### src/design/assert_macros.svh
// ----------------------------------------------------------------------------
// Assertion macros
// Concurrent check macros used by the deque unit; empty under synthesis.
// ----------------------------------------------------------------------------
`ifndef ASSERT_MACROS_SVH
`define ASSERT_MACROS_SVH

`ifndef SYNTHESIS

// Check that post holds in the same cycle as pre
`define ASSERT_IMPLY(label, clk, rst, pre, post) \
   label: assert property (@(posedge clk) disable iff (rst) (pre) |-> (post)) \
      else $error("same-cycle implication violated");

// Check that post holds in the cycle after pre
`define ASSERT_NEXT(label, clk, rst, pre, post) \
   label: assert property (@(posedge clk) disable iff (rst) (pre) |=> (post)) \
      else $error("next-cycle implication violated");

`else

`define ASSERT_IMPLY(label, clk, rst, pre, post)
`define ASSERT_NEXT(label, clk, rst, pre, post)

`endif

`endif

### src/design/dbq_pkg.sv
// ----------------------------------------------------------------------------
// Deque package
// Transaction types, operation and status codes, FSM state and cell control types.
// ----------------------------------------------------------------------------
package dbq_pkg;

   localparam int WORD_W   = 32;
   localparam int DATA_W   = 40;
   localparam int OPCODE_W = 3;
   localparam int COUNT_W  = 5;

   // Operation codes carried in the request opcode field
   localparam logic [OPCODE_W-1:0] OP_PUSH_FRONT = 3'd0;
   localparam logic [OPCODE_W-1:0] OP_PUSH_BACK  = 3'd1;
   localparam logic [OPCODE_W-1:0] OP_POP_BACK   = 3'd2;
   localparam logic [OPCODE_W-1:0] OP_READ_BACK  = 3'd3;
   localparam logic [OPCODE_W-1:0] OP_MEAN       = 3'd4;

   typedef enum logic [1:0] {
      STATUS_OK    = 2'd0,
      STATUS_EMPTY = 2'd1,
      STATUS_FULL  = 2'd2
   } status_type;

   typedef enum logic [1:0] {
      FSM_IDLE,
      FSM_DIVIDE,
      FSM_RESPOND
   } fsm_state_type;

   typedef enum logic [1:0] {
      CELL_HOLD,
      CELL_SHIFT_UP,
      CELL_SHIFT_DOWN,
      CELL_LOAD
   } cell_op_type;

   typedef struct packed {
      logic [OPCODE_W-1:0]      opcode;
      logic signed [WORD_W-1:0] value;
   } req_item_type;

   typedef struct packed {
      status_type               status;
      logic signed [DATA_W-1:0] data_out;
      logic                     is_empty;
      logic [COUNT_W-1:0]       entry_count;
   } rsp_item_type;

   typedef struct packed {
      cell_op_type              op;
      logic signed [WORD_W-1:0] word;
   } cell_ctrl_type;

endpackage

### src/design/dbq_cell.sv
// ----------------------------------------------------------------------------
// Deque cell
// One entry of the queue; shifts towards either neighbour or loads a word.
// ----------------------------------------------------------------------------
module dbq_cell (
   input  logic                              clock,
   input  dbq_pkg::cell_ctrl_type            ctrl_in,
   input  logic signed [dbq_pkg::WORD_W-1:0] lower_word,
   input  logic signed [dbq_pkg::WORD_W-1:0] upper_word,
   output logic signed [dbq_pkg::WORD_W-1:0] word_out
);
   import dbq_pkg::*;

   logic signed [WORD_W-1:0] word_ff;
   logic signed [WORD_W-1:0] word_in;

   // Select the next entry: hold, take a neighbour's word, or load
   always_comb begin
      unique case (ctrl_in.op)
         CELL_HOLD:       word_in = word_ff;
         CELL_SHIFT_UP:   word_in = lower_word;
         CELL_SHIFT_DOWN: word_in = upper_word;
         CELL_LOAD:       word_in = ctrl_in.word;
         default:         word_in = word_ff;
      endcase
   end

   always_ff @(posedge clock) begin
      word_ff <= word_in;
   end

   assign word_out = word_ff;

endmodule

### src/design/dbq_divider.sv
// ----------------------------------------------------------------------------
// Deque divider
// Restoring unsigned divider, one quotient bit per cycle.
// ----------------------------------------------------------------------------
module dbq_divider #(
   parameter int DIVIDEND_W = 45,
   parameter int DIVISOR_W  = 5
) (
   input  logic                  clock,
   input  logic                  reset,
   input  logic                  start,
   input  logic [DIVIDEND_W-1:0] dividend,
   input  logic [DIVISOR_W-1:0]  divisor,
   output logic                  done,
   output logic [DIVIDEND_W-1:0] quotient
);
   import dbq_pkg::*;

   localparam int STEP_W = (DIVIDEND_W > 1) ? $clog2(DIVIDEND_W) : 1;
   localparam logic [STEP_W-1:0] LAST_STEP = STEP_W'(DIVIDEND_W - 1);

   logic                  active_ff, active_in;
   logic                  done_ff, done_in;
   logic [STEP_W-1:0]     step_ff, step_in;
   logic [DIVISOR_W-1:0]  rem_ff, rem_in;
   logic [DIVISOR_W-1:0]  divisor_ff;
   logic [DIVIDEND_W-1:0] shift_ff, shift_in;
   logic [DIVISOR_W:0]    rem_shifted;
   logic [DIVISOR_W:0]    rem_diff;
   logic                  fits;

   // Shift in the next dividend bit and try a subtraction
   always_comb begin
      rem_shifted = {rem_ff, shift_ff[DIVIDEND_W-1]};
      rem_diff    = rem_shifted - {1'b0, divisor_ff};
      fits        = (rem_shifted >= {1'b0, divisor_ff});
   end

   // Advance the iteration; quotient bits fill the shift register from below
   always_comb begin
      active_in = active_ff;
      done_in   = 1'b0;
      step_in   = step_ff;
      rem_in    = rem_ff;
      shift_in  = shift_ff;
      if (start) begin
         active_in = 1'b1;
         step_in   = '0;
         rem_in    = '0;
         shift_in  = dividend;
      end else if (active_ff) begin
         rem_in   = fits ? rem_diff[DIVISOR_W-1:0] : rem_shifted[DIVISOR_W-1:0];
         shift_in = {shift_ff[DIVIDEND_W-2:0], fits};
         step_in  = step_ff + STEP_W'(1);
         if (step_ff == LAST_STEP) begin
            active_in = 1'b0;
            done_in   = 1'b1;
         end
      end
   end

   always_ff @(posedge clock) begin
      if (reset) begin
         active_ff <= 1'b0;
         done_ff   <= 1'b0;
      end else begin
         active_ff <= active_in;
         done_ff   <= done_in;
      end
   end

   always_ff @(posedge clock) begin
      step_ff  <= step_in;
      rem_ff   <= rem_in;
      shift_ff <= shift_in;
      if (start) begin
         divisor_ff <= divisor;
      end
   end

   assign done     = done_ff;
   assign quotient = shift_ff;

endmodule

### src/design/bounded_deque_with_average_unit.sv
// ----------------------------------------------------------------------------
// Bounded deque with average
// Deque of signed words in a row of shifting cells, with a running mean.
// ----------------------------------------------------------------------------
// Each accepted transaction produces exactly one result, shown for a single
// cycle under rsp_strobe; the receiver cannot hold it off, so it must take
// it in that cycle. Push, pop, read back, unused opcodes and any operation
// on an empty queue give their result in the cycle after acceptance, and
// busy drops in the cycle after that. A mean on a non-empty queue runs the
// restoring divider at one quotient bit per cycle over all QW dividend
// bits, with QW = clog2(QUEUE_DEPTH+1) + 32 + FRACTION_BITS, which is 45
// bits at the default settings. The back entry always sits in the first cell,
// so read and pop never search the row.
// ----------------------------------------------------------------------------
`include "assert_macros.svh"

module bounded_deque_with_average_unit #(
   parameter int QUEUE_DEPTH   = 16,
   parameter int FRACTION_BITS = 8
) (
   input  logic                  clock,
   input  logic                  reset,
   input  logic                  start,
   input  dbq_pkg::req_item_type req_item,
   output logic                  busy,
   output logic                  rsp_strobe,
   output dbq_pkg::rsp_item_type rsp_item
);
   import dbq_pkg::*;

   localparam int CNT_W = $clog2(QUEUE_DEPTH + 1);
   localparam int SUM_W = WORD_W + CNT_W;
   localparam int QW    = SUM_W + FRACTION_BITS;
   localparam logic [CNT_W-1:0] DEPTH_COUNT = CNT_W'(QUEUE_DEPTH);

   fsm_state_type            state_ff, state_in;
   logic [CNT_W-1:0]         count_ff, count_in;
   logic signed [SUM_W-1:0]  sum_ff, sum_in;
   logic                     neg_ff;
   rsp_item_type             rsp_ff;
   rsp_item_type             rsp_in;

   logic                     accept;
   logic                     full;
   logic                     empty;
   logic                     push_front_ok;
   logic                     push_back_ok;
   logic                     pop_ok;
   logic                     mean_go;
   status_type               status_in;
   logic signed [DATA_W-1:0] data_in;
   logic [CNT_W+COUNT_W-1:0] count_wide;

   logic signed [WORD_W-1:0] cell_word [QUEUE_DEPTH];
   cell_ctrl_type            cell_ctrl [QUEUE_DEPTH];

   logic [SUM_W-1:0]         sum_abs;
   logic [QW-1:0]            div_dividend;
   logic                     div_start;
   logic                     div_done;
   logic [QW-1:0]            div_quotient;
   logic [QW-1:0]            mean_mag;
   logic signed [QW+DATA_W-1:0] mean_wide;

   assign accept = start && !busy;
   assign full   = (count_ff >= DEPTH_COUNT);
   assign empty  = (count_ff == '0);

   // Decode the accepted transaction and work out the new count and sum
   always_comb begin
      push_front_ok = 1'b0;
      push_back_ok  = 1'b0;
      pop_ok        = 1'b0;
      mean_go       = 1'b0;
      status_in     = STATUS_OK;
      data_in       = '0;
      count_in      = count_ff;
      sum_in        = sum_ff;
      if (accept) begin
         unique case (req_item.opcode)
            OP_PUSH_FRONT, OP_PUSH_BACK: begin
               if (full) begin
                  status_in = STATUS_FULL;
               end else begin
                  push_front_ok = (req_item.opcode == OP_PUSH_FRONT);
                  push_back_ok  = (req_item.opcode == OP_PUSH_BACK);
                  count_in      = count_ff + CNT_W'(1);
                  sum_in        = sum_ff + SUM_W'(req_item.value);
               end
            end
            OP_POP_BACK: begin
               if (empty) begin
                  status_in = STATUS_EMPTY;
               end else begin
                  pop_ok   = 1'b1;
                  count_in = count_ff - CNT_W'(1);
                  sum_in   = sum_ff - SUM_W'(cell_word[0]);
               end
            end
            OP_READ_BACK: begin
               if (empty) begin
                  status_in = STATUS_EMPTY;
               end else begin
                  data_in = DATA_W'(cell_word[0]);
               end
            end
            OP_MEAN: begin
               if (empty) begin
                  status_in = STATUS_EMPTY;
               end else begin
                  mean_go = 1'b1;
               end
            end
            default: begin
               status_in = STATUS_OK;
            end
         endcase
      end
   end

   // Assemble the response fields; truncate the count to the field width
   always_comb begin
      count_wide           = (CNT_W + COUNT_W)'(count_in);
      rsp_in.status        = status_in;
      rsp_in.data_out      = data_in;
      rsp_in.is_empty      = (count_in == '0);
      rsp_in.entry_count   = count_wide[COUNT_W-1:0];
   end

   // Drive each cell: the back entry lives in cell 0
   for (genvar i = 0; i < QUEUE_DEPTH; i++) begin : g_cell
      always_comb begin
         cell_ctrl[i].word = req_item.value;
         priority if (push_back_ok) begin
            cell_ctrl[i].op = CELL_SHIFT_UP;
         end else if (pop_ok) begin
            cell_ctrl[i].op = CELL_SHIFT_DOWN;
         end else if (push_front_ok && (count_ff == CNT_W'(i))) begin
            cell_ctrl[i].op = CELL_LOAD;
         end else begin
            cell_ctrl[i].op = CELL_HOLD;
         end
      end

      if (i == 0) begin : g_first
         if (QUEUE_DEPTH > 1) begin : g_link
            dbq_cell u_cell (
               .clock      (clock),
               .ctrl_in    (cell_ctrl[i]),
               .lower_word (req_item.value),
               .upper_word (cell_word[i+1]),
               .word_out   (cell_word[i])
            );
         end
      end else if (i == QUEUE_DEPTH - 1) begin : g_last
         dbq_cell u_cell (
            .clock      (clock),
            .ctrl_in    (cell_ctrl[i]),
            .lower_word (cell_word[i-1]),
            .upper_word (cell_word[i]),
            .word_out   (cell_word[i])
         );
      end else begin : g_mid
         dbq_cell u_cell (
            .clock      (clock),
            .ctrl_in    (cell_ctrl[i]),
            .lower_word (cell_word[i-1]),
            .upper_word (cell_word[i+1]),
            .word_out   (cell_word[i])
         );
      end
   end

   // Scale the sum magnitude and hand it to the divider
   assign div_start    = mean_go;
   assign sum_abs      = sum_ff[SUM_W-1] ? unsigned'(-sum_ff) : unsigned'(sum_ff);
   assign div_dividend = QW'(sum_abs) << FRACTION_BITS;

   dbq_divider #(
      .DIVIDEND_W (QW),
      .DIVISOR_W  (CNT_W)
   ) u_divider (
      .clock    (clock),
      .reset    (reset),
      .start    (div_start),
      .dividend (div_dividend),
      .divisor  (count_ff),
      .done     (div_done),
      .quotient (div_quotient)
   );

   // Restore the sign; truncation toward zero falls out of the magnitude split
   assign mean_mag  = neg_ff ? (~div_quotient + QW'(1)) : div_quotient;
   assign mean_wide = (QW + DATA_W)'(signed'(mean_mag));

   // Next state
   always_comb begin
      unique case (state_ff)
         FSM_IDLE: begin
            if (accept) begin
               state_in = mean_go ? FSM_DIVIDE : FSM_RESPOND;
            end else begin
               state_in = FSM_IDLE;
            end
         end
         FSM_DIVIDE:  state_in = div_done ? FSM_RESPOND : FSM_DIVIDE;
         FSM_RESPOND: state_in = FSM_IDLE;
         default:     state_in = FSM_IDLE;
      endcase
   end

   // State outputs
   always_comb begin
      unique case (state_ff)
         FSM_IDLE: begin
            busy       = 1'b0;
            rsp_strobe = 1'b0;
         end
         FSM_DIVIDE: begin
            busy       = 1'b1;
            rsp_strobe = 1'b0;
         end
         FSM_RESPOND: begin
            busy       = 1'b1;
            rsp_strobe = 1'b1;
         end
         default: begin
            busy       = 1'b1;
            rsp_strobe = 1'b0;
         end
      endcase
   end

   // Hold control state
   always_ff @(posedge clock) begin
      if (reset) begin
         state_ff <= FSM_IDLE;
         count_ff <= '0;
         sum_ff   <= '0;
      end else begin
         state_ff <= state_in;
         count_ff <= count_in;
         sum_ff   <= sum_in;
      end
   end

   // Capture the response; the mean overwrites its data when the divider ends
   always_ff @(posedge clock) begin
      if (accept) begin
         rsp_ff <= rsp_in;
         neg_ff <= sum_ff[SUM_W-1];
      end else if (div_done) begin
         rsp_ff.data_out <= mean_wide[DATA_W-1:0];
      end
   end

   assign rsp_item = rsp_ff;

   `ASSERT_IMPLY(a_count_bound, clock, reset, 1'b1, count_ff <= DEPTH_COUNT)
   `ASSERT_NEXT(a_short_op_responds, clock, reset, accept && !mean_go, rsp_strobe)
   `ASSERT_NEXT(a_divide_responds, clock, reset, div_done, rsp_strobe)
   `ASSERT_IMPLY(a_full_flag_when_full, clock, reset, rsp_strobe && rsp_item.status == STATUS_FULL, count_ff == DEPTH_COUNT)

endmodule
### config.mk
export PLATFORM = sky130hd
export DESIGN_NAME = bounded_deque_with_average_unit
export DESIGN_NICKNAME = d
export VERILOG_FILES = /design/src/design/dbq_pkg.sv /design/src/design/dbq_cell.sv /design/src/design/dbq_divider.sv /design/src/design/bounded_deque_with_average_unit.sv
export VERILOG_INCLUDE_DIRS = /design/src /design/src/design
export SDC_FILE = /design/constraint.sdc
export NUM_CORES = 2
export LEC_CHECK = 0
export ABC_AREA = 0
export CORE_AREA = 2 2 218 328
export CTS_CLUSTER_DIAMETER = 200
export DETAILED_ROUTE_END_ITERATION = 12
export DIE_AREA = 0 0 220 330
export DONT_BUFFER_PORTS = 1
export SLEW_MARGIN = 20
export SYNTH_ARGS = -nofsm -noshare
export SYNTH_HDL_FRONTEND = slang
export SYNTH_SLANG_ARGS = --single-unit
### constraint.sdc
create_clock -name clock -period 5.6 [get_ports clock]
set_input_delay 0.56 -clock clock [delete_from_list [all_inputs] [get_ports clock]]
set_output_delay 0.56 -clock clock [all_outputs]
set_load 0.03 [all_outputs]
==> impl_metrics.env <==
export IMPL_vias=26500
export IMPL_grt_pass1_vias=26200
export IMPL_final_cells=4292
export IMPL_clk_insertion_delay_late_ps=630
export IMPL_hp_start="req_item[6]"
export IMPL_required_ps=6130
export IMPL_fin_crit_ps=4620
export IMPL_io_buffers=0
export IMPL_clkPwrFrac_pct=41.4
export IMPL_drt_total_wl_um=97300
export IMPL_place_congestion=0.874
export IMPL_arrival_ps=5150
export IMPL_leakagePower_nw=14.3
export IMPL_drt_initial_drc_count=2572
export IMPL_fmax_ghz=0.217
export IMPL_fp_coreArea_mm2=0.0697
export IMPL_synth_top_cell_area_share_pct=52.3
export IMPL_routedWlPerCell_um=22.7
export IMPL_synth_edff_count=603
export IMPL_ys_seq_elements=668
export IMPL_clk_pin_slew_ps=60
export IMPL_antenna_found_initial=1
export IMPL_synth_area_mm2=0.0346
export IMPL_p_int_mw=8.29
export IMPL_finalSetupViolCount=0
export IMPL_slew_violations=0
export IMPL_min_to="g_cell[3].g_mid.u_cell.word_out[6]$_DFFE_PP_"
export IMPL_synth_area_leaders="edfxtp_1 52%, nand2_1 12%, a22oi_1 9.8%, dfxtp_1 3.8%, clkbuf_1 2.9%"
export IMPL_h_tree_depth=3
export IMPL_grt_usage_pct=26.8
export IMPL_die_x_um=220
export IMPL_cts_tree="built"
export IMPL_yosys_warnings=0
export IMPL_synth_area_per_cell_um2=9.98
export IMPL_cts_buffers=68
export IMPL_peakVddDrop_v=0.000262
export IMPL_finalSetupTns_ps=0
export IMPL_endpoint_kind="flop"
export IMPL_vias_per_cell=6.16
export IMPL_syn_inst=3471
export IMPL_ys_seq_area_share_pct=56.0
export IMPL_clock_path_buffers=3
export IMPL_p_total_mw=10.9
export IMPL_cts_resized=0
export IMPL_initial_core_util_pct=49.7
export IMPL_r2r_setup_slack_ps=1830
export IMPL_dr_pass1_iters=6
export IMPL_p_sw_mw=2.58
export IMPL_worst_slew_pin_slew_ps=1080
export IMPL_min_path_cells=2
export IMPL_synth_nets=3562
export IMPL_dieArea_mm2=0.0726
export IMPL_drv_cap=0
export IMPL_start_kind="primary input"
export IMPL_grt_pass1_wl_um=151000
export IMPL_switching_share_pct=23.7
export IMPL_hpwl_um=66600
export IMPL_min_path_type="in2reg"
export IMPL_async_flop_share_pct=0
export IMPL_synth_ff_type="edfxtp_1"
export IMPL_cts_root_buffer="clkbuf_16"
export IMPL_grt_max_degree=136
export IMPL_io_pins=88
export IMPL_ant_nets=0
export IMPL_path_class="in2reg"
export IMPL_drc=0
export IMPL_crit_fanout=18
export IMPL_r2r_end="g_cell[14].g_mid.u_cell.word_out[22]$_DFFE_PP_"
export IMPL_r2r_start="count_ff[0]$_SDFF_PP0_"
export IMPL_worstRegToRegCells=11
export IMPL_rows=119
export IMPL_maxSlewHeadroom_pct=27.9
export IMPL_synthDistinctLibCells=66
export IMPL_rsz0062_at_grt="no"
export IMPL_diodes=0
export IMPL_synth_top_area_cell="edfxtp_1"
export IMPL_dieHeight_um=330
export IMPL_syn_to_final_growth_pct=8.48
export IMPL_hold_violations=0
export IMPL_dp_cells=4165
export IMPL_post_cts_buffers=0
export IMPL_final_nets=3423
export IMPL_powerDensity_mw_per_mm2=289
export IMPL_yosysMostFrequentCell="nand2_1"
export IMPL_cts_sinks=668
export IMPL_min_period_over_period_pct=82.5
export IMPL_p_comb_share_pct=6.2
export IMPL_ys_top_cells_by_count="1,069 x nand2_1, 603 x edfxtp_1, 450 x a22oi_1, 270 x clkbuf_1, 160 x o21ai_0"
export IMPL_seqPwrFrac_pct=52.5
export IMPL_overflow=0
export IMPL_run_status="complete, no violations"
export IMPL_skew_ps=23.2
export IMPL_drive_above_1_share_pct=8.27
layer usage:
| layer | vias up | global-route usage (%) | wire [um] |
|---|---|---|---|
| met2 | 1040 | 47.1 | 49500 |
| met4 | 0 | 10.7 | 3220 |
| met3 | 180 | 3.85 | 6240 |
| li1 | 12200 | - | - |
| met5 | - | 0 | 0 |
| met1 | 13000 | 32.9 | 38300 |
cells by family (layout without fill, tap and decap cells):
kind of cell / after synthesis / in the layout / share of synthesized area [%]
AO/OA/AOI/OAI: 800 / 800 / 15.6
multiplexers: 74 / 74 / 2.35
buffers and inverters: 325 / 239 / 3.56
AND/OR/NAND/NOR: 1413 / 1413 / 17.0
flip-flops: 668 / 668 / 56.0
XOR/XNOR: 138 / 138 / 3.49
adder cells (fa/ha/maj): 53 / 53 / 1.96
area by class of cell:
type                            count  area [um2]
Clock buffer                       90        1830
Fill cell                        6120       32100
Tap cell                          907        1130
Multi-Input combinational cell   2478       14100
Clock inverter                     33         305
Inverter                           40         150
Sequential cell                   668       19400
Timing Repair Buffer               76         656
sequential cells by signal (all words and copies together), names as in the netlist, 2 cells and up:
register                               flops
rsp_item                                  48
sum_ff                                    37
u_divider.step_ff                          6
u_divider.rem_ff                           5
g_cell.g_mid.u_cell.word_out             448
state_ff                                   2
count_ff                                   5
u_divider.quotient                        45
g_cell.g_first.g_link.u_cell.word_out     32
u_divider.divisor_ff                       5
g_cell.g_last.u_cell.word_out             32
worst max-delay path: stages:
cell	delay, ps
or3_4	410
nor4_4	280
or4b_4	540
or4_1	510
buf_4	200
nor3b_4	230
xor2_1	170
nand2_1	60
o21ai_0	90
ha_1	330
a21o_1	250
a21oi_1	200
nor2_1	80
or3b_2	440
a21oi_1	150
o31a_1	200
a21oi_1	100
xnor2_1	120
a211oi_1	210
per-stage QoR:
stage | instance area, um2 | hold WS (ps) | util (%) | setup slack, ps
global placement | 35400 | 454 | 50.7 | 335
CTS | 37500 | 100 | 53.8 | 988
global route | 37600 | 118 | 53.9 | 690
detailed placement | 35400 | 472 | 50.7 | 353
finish | 37600 | 133 | 53.9 | 981
floorplan | 34600 | 406 | - | 619
cell usage in the layout, fill, tap and decap left out, drive strengths merged, types with 16 or more instances in the layout:
cell type  Yosys  routed
nand2       1070    1070
ha            51      51
a22oi        450     450
a21oi         87      87
a211oi        16      16
mux2          60      60
dfxtp         65      65
or3           18      18
o21ai        161     161
nand2b        28      28
xor2         102     102
edfxtp       603     603
clkinv         0      20
buf           14      75
xnor2         36      36
nor2         117     117
clkbuf       271      90
o31ai         25      25
nor3          31      31
inv           40      44
nand3         54      54
what timing repair did:
| item | 4_1_cts | 5_1_grt |
|---|---|---|
| hold buffers | 2 | 0 |
| hold endpoints to repair | 41 | 0 |
| setup endpoints to repair | 0 | 0 |
power by group through the flow:
stage	logic (mW)	clock network, mW	registers, mW
2_1_floorplan	0.547	0	5.77
3_3_place_gp	0.639	0	5.80
3_5_place_dp	0.655	0	5.81
4_1_cts	0.666	4.58	5.70
5_1_grt	0.750	4.76	5.72
6_report	0.670	4.50	5.70
how the worst max path moves through the flow:
stage	endpoint	cells past startpoint	start	slack [ps]
CTS	sum_ff[34]$_SDFFE_PP0P_	19	req_item[7]	990
global placement	sum_ff[34]$_SDFFE_PP0P_	19	req_item[7]	340
finish	sum_ff[34]$_SDFFE_PP0P_	19	req_item[7]	980
global route	sum_ff[33]$_SDFFE_PP0P_	20	req_item[7]	690
floorplan	sum_ff[34]$_SDFFE_PP0P_	21	req_item[6]	620
detailed placement	sum_ff[34]$_SDFFE_PP0P_	19	req_item[7]	350
(Power assumes the default switching activity.)
